<file path="src/design/crt_pkg.sv">
// crt_pkg: shared constants and types of the chunk reassembly tracker
// field widths, register indexes and status codes
// no dependencies
package crt_pkg;

  // sizing
  localparam int DEF_MAX_CHUNKS = 1024;
  localparam int CHUNK_SHIFT    = 16;
  localparam int CHUNK_SIZE     = 1 << CHUNK_SHIFT;
  localparam int TOTAL_W        = 27;
  localparam int COUNT_W        = TOTAL_W + 1 - CHUNK_SHIFT;
  localparam int OFF_W          = COUNT_W + CHUNK_SHIFT;
  localparam int OFFSET_OUT_W   = 26;
  localparam int RCOUNT_OUT_W   = 11;

  // stream and register port widths
  localparam int IN_W    = 432;
  localparam int OUT_W   = 48;
  localparam int OUT_PAD = OUT_W - (4 + OFFSET_OUT_W + RCOUNT_OUT_W + 1);
  localparam int ADDR_W  = 6;
  localparam int DATA_W  = 64;

  // register indexes
  localparam logic [2:0] REG_OBJECT_TYPE = 3'd0;
  localparam logic [2:0] REG_HASH_WORD0  = 3'd1;
  localparam logic [2:0] REG_HASH_WORD1  = 3'd2;
  localparam logic [2:0] REG_HASH_WORD2  = 3'd3;
  localparam logic [2:0] REG_HASH_WORD3  = 3'd4;
  localparam logic [2:0] REG_OBJECT_LEN  = 3'd5;

  // result codes
  typedef enum logic [3:0] {
    ST_STORED      = 4'd0,
    ST_DUPLICATE   = 4'd1,
    ST_ZERO_TOTAL  = 4'd2,
    ST_PAST_END    = 4'd3,
    ST_EMPTY       = 4'd4,
    ST_OVERSIZE    = 4'd5,
    ST_SHORT       = 4'd6,
    ST_TYPE        = 4'd7,
    ST_HASH        = 4'd8,
    ST_COUNT       = 4'd9,
    ST_INDEX_RANGE = 4'd10,
    ST_LENGTH      = 4'd11
  } status_t;

endpackage

</file>
<file path="src/design/crt_ram.sv">
// crt_ram: generic single-clock ram, one write and one read port
// read data is registered and holds while no read is issued
// no dependencies
module crt_ram #(
  parameter int WIDTH = 1,
  parameter int DEPTH = 1024,
  parameter int AW    = (DEPTH > 1) ? $clog2(DEPTH) : 1
) (
  input  logic             clk,
  input  logic             we,
  input  logic [AW-1:0]    waddr,
  input  logic [WIDTH-1:0] wdata,
  input  logic             re,
  input  logic [AW-1:0]    raddr,
  output logic [WIDTH-1:0] rdata
);

  logic [WIDTH-1:0] mem [DEPTH];

  // write port
  always_ff @(posedge clk) begin
    if (we) begin
      mem[waddr] <= wdata;
    end
  end

  // registered read port
  always_ff @(posedge clk) begin
    if (re) begin
      rdata <= mem[raddr];
    end
  end

endmodule

</file>
<file path="src/design/chunk_reassembly_tracker_unit.sv">
// chunk_reassembly_tracker_unit: header checks and received bitmap for one chunked object
// depends on crt_pkg and crt_ram
//
//  channel   signals                              moves
//  cfg       psel penable pwrite paddr pwdata     register writes and reads
//  s_axis    tvalid tready tdata                  one chunk header per item
//  m_axis    tvalid tready tdata                  one status result per item
//
// an item has header checks and the bitmap read in the accept cycle, then
// the bitmap lookup, write-back and count update in S_LOOKUP
// after reset the bitmap ram is cleared one entry a cycle over all MAX_CHUNKS
// entries, and s_axis_tready stays low meanwhile; config writes are taken throughout
// a held result does not block the next accept; the lookup waits for the
// output register to free up, and the next read follows the write-back
module chunk_reassembly_tracker_unit #(
  parameter int MAX_CHUNKS = crt_pkg::DEF_MAX_CHUNKS
) (
  input  logic                       clk,
  input  logic                       rst,
  // register port
  input  logic                       psel,
  input  logic                       penable,
  input  logic                       pwrite,
  input  logic [crt_pkg::ADDR_W-1:0] paddr,
  input  logic [crt_pkg::DATA_W-1:0] pwdata,
  output logic [crt_pkg::DATA_W-1:0] prdata,
  output logic                       pready,
  // chunk header in
  input  logic                       s_axis_tvalid,
  output logic                       s_axis_tready,
  // chunk_type 16, chunk_hash0..3 64 each, chunk_idx 64, chunk_total 64,
  // payload_len 32 (lowest bits first)
  input  logic [crt_pkg::IN_W-1:0]   s_axis_tdata,
  // result out
  output logic                       m_axis_tvalid,
  input  logic                       m_axis_tready,
  // status 4, write_offset 26, received_count 11, complete 1, zero pad
  output logic [crt_pkg::OUT_W-1:0]  m_axis_tdata
);

  import crt_pkg::*;

  localparam int AW    = (MAX_CHUNKS > 1) ? $clog2(MAX_CHUNKS) : 1;
  localparam int CNT_W = $clog2(MAX_CHUNKS + 1);

  typedef enum logic [1:0] {
    S_CLEAR,
    S_IDLE,
    S_LOOKUP
  } state_t;

  // configuration registers
  logic [15:0]        object_type;
  logic [63:0]        hash_word0;
  logic [63:0]        hash_word1;
  logic [63:0]        hash_word2;
  logic [63:0]        hash_word3;
  logic [TOTAL_W-1:0] object_len;

  // control and held item
  state_t                  state;
  logic [AW-1:0]           clr_addr;
  logic [CNT_W-1:0]        received_total;
  status_t                 pre_status;
  logic [AW-1:0]           idx_addr;
  logic [OFFSET_OUT_W-1:0] idx_offset;

  // output register
  status_t                 out_status;
  logic [OFFSET_OUT_W-1:0] out_offset;
  logic [RCOUNT_OUT_W-1:0] out_count;
  logic                    out_complete;

  // input fields
  logic [15:0] chunk_type;
  logic [63:0] chunk_hash0;
  logic [63:0] chunk_hash1;
  logic [63:0] chunk_hash2;
  logic [63:0] chunk_hash3;
  logic [63:0] chunk_idx;
  logic [63:0] chunk_total;
  logic [31:0] payload_len;

  assign chunk_type  = s_axis_tdata[15:0];
  assign chunk_hash0 = s_axis_tdata[79:16];
  assign chunk_hash1 = s_axis_tdata[143:80];
  assign chunk_hash2 = s_axis_tdata[207:144];
  assign chunk_hash3 = s_axis_tdata[271:208];
  assign chunk_idx   = s_axis_tdata[335:272];
  assign chunk_total = s_axis_tdata[399:336];
  assign payload_len = s_axis_tdata[431:400];

  // register port
  logic       cfg_we;
  logic [2:0] reg_sel;

  assign pready  = 1'b1;
  assign reg_sel = paddr[5:3];
  assign cfg_we  = psel && penable && pwrite && pready;

  always_comb begin
    case (reg_sel)
      REG_OBJECT_TYPE: prdata = DATA_W'(object_type);
      REG_HASH_WORD0:  prdata = hash_word0;
      REG_HASH_WORD1:  prdata = hash_word1;
      REG_HASH_WORD2:  prdata = hash_word2;
      REG_HASH_WORD3:  prdata = hash_word3;
      REG_OBJECT_LEN:  prdata = DATA_W'(object_len);
      default:         prdata = '0;
    endcase
  end

  always_ff @(posedge clk) begin
    if (rst) begin
      object_type <= '0;
      hash_word0  <= '0;
      hash_word1  <= '0;
      hash_word2  <= '0;
      hash_word3  <= '0;
      object_len  <= '0;
    end else if (cfg_we) begin
      case (reg_sel)
        REG_OBJECT_TYPE: object_type <= pwdata[15:0];
        REG_HASH_WORD0:  hash_word0  <= pwdata;
        REG_HASH_WORD1:  hash_word1  <= pwdata;
        REG_HASH_WORD2:  hash_word2  <= pwdata;
        REG_HASH_WORD3:  hash_word3  <= pwdata;
        REG_OBJECT_LEN:  object_len  <= pwdata[TOTAL_W-1:0];
        default: ;
      endcase
    end
  end

  // expected chunk count, total length rounded up to whole chunks
  logic [TOTAL_W:0]   round_sum;
  logic [COUNT_W-1:0] exp_count;

  assign round_sum = {1'b0, object_len} + (TOTAL_W + 1)'(CHUNK_SIZE - 1);
  assign exp_count = round_sum[TOTAL_W:CHUNK_SHIFT];

  // byte offset of the chunk and its expected length, full size unless it is the last
  logic [OFF_W-1:0] chunk_off;
  logic [OFF_W-1:0] remain;
  logic [OFF_W-1:0] want_len;

  assign chunk_off = {chunk_idx[COUNT_W-1:0], {CHUNK_SHIFT{1'b0}}};
  assign remain    = OFF_W'(object_len) - chunk_off;
  assign want_len  = (remain > OFF_W'(CHUNK_SIZE)) ? OFF_W'(CHUNK_SIZE) : remain;

  // header checks in priority order; stored here means all checks passed
  status_t chk_status;

  always_comb begin
    if (chunk_total == 64'd0) begin
      chk_status = ST_ZERO_TOTAL;
    end else if (chunk_idx >= chunk_total) begin
      chk_status = ST_PAST_END;
    end else if (payload_len == 32'd0) begin
      chk_status = ST_EMPTY;
    end else if (payload_len > 32'(CHUNK_SIZE)) begin
      chk_status = ST_OVERSIZE;
    end else if ((chunk_idx != chunk_total - 64'd1) &&
                 (payload_len != 32'(CHUNK_SIZE))) begin
      chk_status = ST_SHORT;
    end else if (chunk_type != object_type) begin
      chk_status = ST_TYPE;
    end else if ((chunk_hash0 != hash_word0) || (chunk_hash1 != hash_word1) ||
                 (chunk_hash2 != hash_word2) || (chunk_hash3 != hash_word3)) begin
      chk_status = ST_HASH;
    end else if (chunk_total != 64'(exp_count)) begin
      chk_status = ST_COUNT;
    end else if ((chunk_idx >= 64'(exp_count)) ||
                 (chunk_idx >= 64'(MAX_CHUNKS))) begin
      chk_status = ST_INDEX_RANGE;
    end else if (payload_len != 32'(want_len)) begin
      chk_status = ST_LENGTH;
    end else begin
      chk_status = ST_STORED;
    end
  end

  // bitmap ram
  logic          ram_we;
  logic [AW-1:0] ram_waddr;
  logic          ram_wdata;
  logic          ram_re;
  logic          ram_rdata;

  crt_ram #(
    .WIDTH (1),
    .DEPTH (MAX_CHUNKS),
    .AW    (AW)
  ) u_seen_ram (
    .clk   (clk),
    .we    (ram_we),
    .waddr (ram_waddr),
    .wdata (ram_wdata),
    .re    (ram_re),
    .raddr (chunk_idx[AW-1:0]),
    .rdata (ram_rdata)
  );

  // handshake and lookup control
  logic             in_acc;
  logic             out_free;
  logic             lookup_go;
  logic             store_new;
  logic [CNT_W-1:0] count_next;

  assign s_axis_tready = (state == S_IDLE);
  assign in_acc        = s_axis_tvalid && s_axis_tready;
  assign out_free      = !m_axis_tvalid || m_axis_tready;
  assign lookup_go     = (state == S_LOOKUP) && out_free;
  assign store_new     = lookup_go && (pre_status == ST_STORED) && !ram_rdata;
  assign count_next    = store_new ? received_total + CNT_W'(1) : received_total;
  assign ram_re        = in_acc;

  always_comb begin
    if (state == S_CLEAR) begin
      ram_we    = 1'b1;
      ram_waddr = clr_addr;
      ram_wdata = 1'b0;
    end else begin
      ram_we    = store_new;
      ram_waddr = idx_addr;
      ram_wdata = 1'b1;
    end
  end

  // state, held item and output register
  always_ff @(posedge clk) begin
    if (rst) begin
      state          <= S_CLEAR;
      clr_addr       <= '0;
      received_total <= '0;
      m_axis_tvalid  <= 1'b0;
    end else begin
      // result valid: raised by a lookup, dropped once taken
      if (lookup_go) begin
        m_axis_tvalid <= 1'b1;
      end else if (m_axis_tready) begin
        m_axis_tvalid <= 1'b0;
      end
      case (state)
        S_CLEAR: begin
          clr_addr <= clr_addr + AW'(1);
          if (clr_addr == AW'(MAX_CHUNKS - 1)) begin
            state <= S_IDLE;
          end
        end
        S_IDLE: begin
          if (in_acc) begin
            pre_status <= chk_status;
            idx_addr   <= chunk_idx[AW-1:0];
            idx_offset <= chunk_off[OFFSET_OUT_W-1:0];
            state      <= S_LOOKUP;
          end
        end
        S_LOOKUP: begin
          if (lookup_go) begin
            received_total <= count_next;
            out_count      <= RCOUNT_OUT_W'(count_next);
            out_complete   <= (32'(count_next) == 32'(exp_count));
            if (pre_status == ST_STORED && ram_rdata) begin
              out_status <= ST_DUPLICATE;
              out_offset <= '0;
            end else if (pre_status == ST_STORED) begin
              out_status <= ST_STORED;
              out_offset <= idx_offset;
            end else begin
              out_status <= pre_status;
              out_offset <= '0;
            end
            state <= S_IDLE;
          end
        end
        default: state <= S_CLEAR;
      endcase
    end
  end

  assign m_axis_tdata = {{OUT_PAD{1'b0}}, out_complete, out_count, out_offset, out_status};

endmodule
</file>
<file path="config.mk">
export PLATFORM = sky130hd
export DESIGN_NAME = chunk_reassembly_tracker_unit
export DESIGN_NICKNAME = d
export VERILOG_FILES = /design/src/design/crt_pkg.sv /design/src/design/crt_ram.sv /design/src/design/chunk_reassembly_tracker_unit.sv
export SDC_FILE = /design/constraint.sdc
export NUM_CORES = 2
export LEC_CHECK = 0
export ABC_AREA = 1
export BUFFER_PORTS_ARGS = -buffer_cell sky130_fd_sc_hd__buf_2
export CORE_ASPECT_RATIO = 1.4
export CORE_UTILIZATION = 28
export CTS_BUF_LIST = sky130_fd_sc_hd__clkbuf_4 sky130_fd_sc_hd__clkbuf_8
export DETAILED_ROUTE_END_ITERATION = 7
export PLACE_DENSITY = 0.5
export SLEW_MARGIN = 20
export SYNTH_ARGS = -nofsm -noshare
export SYNTH_HDL_FRONTEND = slang
export SYNTH_HIERARCHICAL = 1
export SYNTH_SLANG_ARGS = --single-unit
</file>
<file path="constraint.sdc">
create_clock -name clk -period 17.8 [get_ports clk]
set_input_delay 1.78 -clock clk [delete_from_list [all_inputs] [get_ports clk]]
set_output_delay 1.78 -clock clk [all_outputs]
set_load 0.01 [all_outputs]
</file>
==> flow_summary_export.csv <==
group,metric,value,unit
pwr,p_per_area,83.9,mW/mm^2
floorplanning,die_y,599,um
synth,ys_ff_latch,1388,
detailed_routing,finalWirelength,303000,um
setup_path,crit_family,"buffers and inverters",
sta,timing.final.crit_share,35.8,%
synth,synthCells,8377,
run_status,outcome,"completed",
synth,synth-compound-area-share,5.53,%
synth,synthMuxAreaShare,0,%
global_routing,grt_start_max_net_pins,171,
cts,tritoncts,"yes",
cts,cts-root-buf,"clkbuf_8",
sta,rsz0062_at_grt,"no",
floorplanning,start_util,28.3,%
layout,mostFrequentLayoutCells,"nor2_1 (1,657), nand2_1 (1,623), nand3_1 (1,186), edfxtp_1 (1,065), buf_2 (593)",
layout,area_growth,14.2,%
synth,synth-adder-area-share,1.62,%
placement,place_area,0.0769,sq mm
pwr,vdd_ir_drop_max,0.0550,mV
cts,clkSinkCount,1388,
worst_hold_path,hp-class,"flop to flop",
setup_path,cp_max_fo,26,
synth,ys.flop_type,"edfxtp_1",
layout,layout-drive-gt1-share,14.3,%
sta,setup_tns,0,ns
layout,final_nets,9365,
placement,gpl.final_weighted_congestion,0.953,
sta,tightest_slew,1.29,ns
job,max_cap_violations,0,
synth,synth-xor-area-share,3.33,%
setup_path,cp_slowest_cell,"o21ai_0",
setup_path,critPathKind,"input port to output pin",
synth,ys_seq_area_share,53.9,%
setup_path,worstPathArrival,4.59,ns
floorplanning,ios,624,
sta,drv_slew,0,
detailed_routing,antenna_left,0,
sta,fin_skew,0.114,ns
detailed_routing,dr.pass1.iters,7,
placement,hpwl,198000,um
setup_path,critical-path-max-stage-delay,1.12,ns
setup_path,cp_num_buf_inv,5,
global_routing,grt_overflow,0,
synth,yosysUniqueCellTypes,65,
setup_path,cp_data_required_time,16.02,ns
sta,fmax,0.157,GHz
cts,clock_latency,1.01,ns
floorplanning,dieWidth,429,um
synth,synth_edf_count,1065,
floorplanning,die_area,0.257,sq mm
cts,ctsResizeCount,0,
sta,max_slew_margin,13.3,%
detailed_routing,vias,62100,
floorplanning,coreArea,0.253,sq mm
cts,clockBufferDepth,4,
synth,async_reset_ff_share,0,%
detailed_routing,drt_iter0_drc,5066,
synth,syn-cell-area,0.0714,sq mm
detailed_routing,drc_errors,0,
global_routing,grt_use_total,22.7,%
setup_path,crit_top_cell,"buf_2",
placement,numPortBuffers,597,
detailed_routing,viasPerCell,5.05,
setup_path,cp-end-kind,"output pin",
layout,design_area,0.0815,sq mm
detailed_routing,route.detailed.wl_per_inst,24.6,um
synth,synth-simple-area-share,29.4,%
setup_path,path_cells,"buf_2 -> inv_1 -> nor3_2 -> buf_4 -> inv_2 -> o21ai_0 -> buf_2",
layout,final_common_cell,"nor2_1",
pwr,power.leakage,31.1,nW
synth,synth_top_family_by_area,"simple AND/OR/NAND/NOR gates",
synth,yosysWarnings,6,
sta,setup_viol,0,
synth,syn_avg_cell_area,8.52,sq um
global_routing,antenna_found_initial,143,
cts,cts_hold_buf,0,
cts,cts_buffers,226,
cts,h-tree-depth,4,
setup_path,critPathLaunchType,"input port",
floorplanning,num_rows,218,
cts,postCtsSetupBuffers,0,
sta,fin_crit,6.37,ns
global_routing,first_global_vias,59800,
sta,hold_violations,0,
cts,cts.clk_slew.worst_paths,0.06,ns
global_routing,grt_first_pass_wirelength,425000,um
stage by stage:
stage	worst slack, ns	power [mW]	util, %	instances	hold WS [ns]
floorplan	3.03	3.84	-	8398	0.447
global placement	11.42	4.11	30.4	11800	0.468
detailed placement	11.42	4.11	30.5	11800	0.478
CTS	11.62	6.90	32.2	12200	0.488
global route	11.56	7.06	32.2	12300	0.515
finish	11.43	6.83	32.3	12300	0.486
state kept, by name, indices dropped and copies added (netlist names), 11 cells and up:
name / flops
object_len: 27
hash_word2: 64
hash_word0: 64
hash_word1: 64
hash_word3: 64
u_seen_ram/mem: 1024
out_count: 11
object_type: 16
received_total: 11
path summary, 6_finish.rpt:
path                                            startpoint                       endpoint  slack [ns]  depth (start not counted)
worst max-delay path                              paddr[3]                     prdata[21]       11.43                          7
worst min register to register  hash_word2[6]$_SDFFE_PP0P_     hash_word2[6]$_SDFFE_PP0P_        0.49                          2
worst max register to register       state[1]$_SDFFE_PP0P_  u_seen_ram/mem[669]$_DFFE_PP_       13.05                         11
worst min-delay path            hash_word2[6]$_SDFFE_PP0P_     hash_word2[6]$_SDFFE_PP0P_        0.49                          2
power breakdown:
part	switching [mW]	internal (mW)
sequential	0.00880	3.45
combinational	0.412	0.172
clock	1.34	1.45
total	1.76	5.07
worst min-delay path, cell delays in order (launching register included):
cell     delay (ns)
dfxtp_1        0.30
inv_1          0.07
a21oi_1        0.06
cell usage after synthesis (5+ instances only):
cell       instances  area (sq um)
a21oi_1          178           891
a221o_1            5          50.1
a221oi_1          19           166
a22oi_1           41           308
buf_1             36           135
buf_2            124           621
buf_4             32           240
buf_6             50           563
clkbuf_1         322          1210
clkinv_1           5          18.8
dfxtp_1          323          6470
edfxtp_1        1065         32000
ha_1              91          1140
inv_1            431          1620
inv_2              9          33.8
nand2_1         1666          6250
nand2_4            6          67.6
nand3_1         1189          5950
nand3b_1           7          52.6
nand4_1          109           682
nor2_1          1665          6250
nor2_2            12          75.1
nor2_4             5          56.3
nor3_1            57           285
nor4_1            61           382
o2111ai_1         11          96.3
o211ai_1          20           150
o21ai_0          369          1850
o21ai_1            9          45.0
o21bai_1           6          45.0
o221ai_1          13           114
o22ai_1            8          50.1
or2_2            107           669
xnor2_1          170          1490
xor2_1           101           885
final cells by class:
type / count / area, sq um
Antenna cell: 76 / 190
Clock buffer: 320 / 3940
Clock inverter: 62 / 379
Fill cell: 26800 / 171000
Inverter: 447 / 1720
Multi-Input combinational cell: 5998 / 28800
Sequential cell: 1388 / 38400
Tap cell: 3300 / 4130
Timing Repair Buffer: 703 / 3890
metal layers:
layer	GRT usage [%]	routed length, um	up-vias
met5	0	502	-
met4	15.6	22200	78
met3	5.07	21500	794
met2	40.6	153000	2391
met1	23.6	105000	29900
li1	-	-	28900
cell families after synthesis:
logic type,after synthesis
AOI/OAI and AO/OA,702
xor gates and xnor gates,271
adders and majority gates,92
buffers and inverters,1012
DFF,1388
other,2
and+or+nand+nor,4910
(Power assumes the default switching activity.)
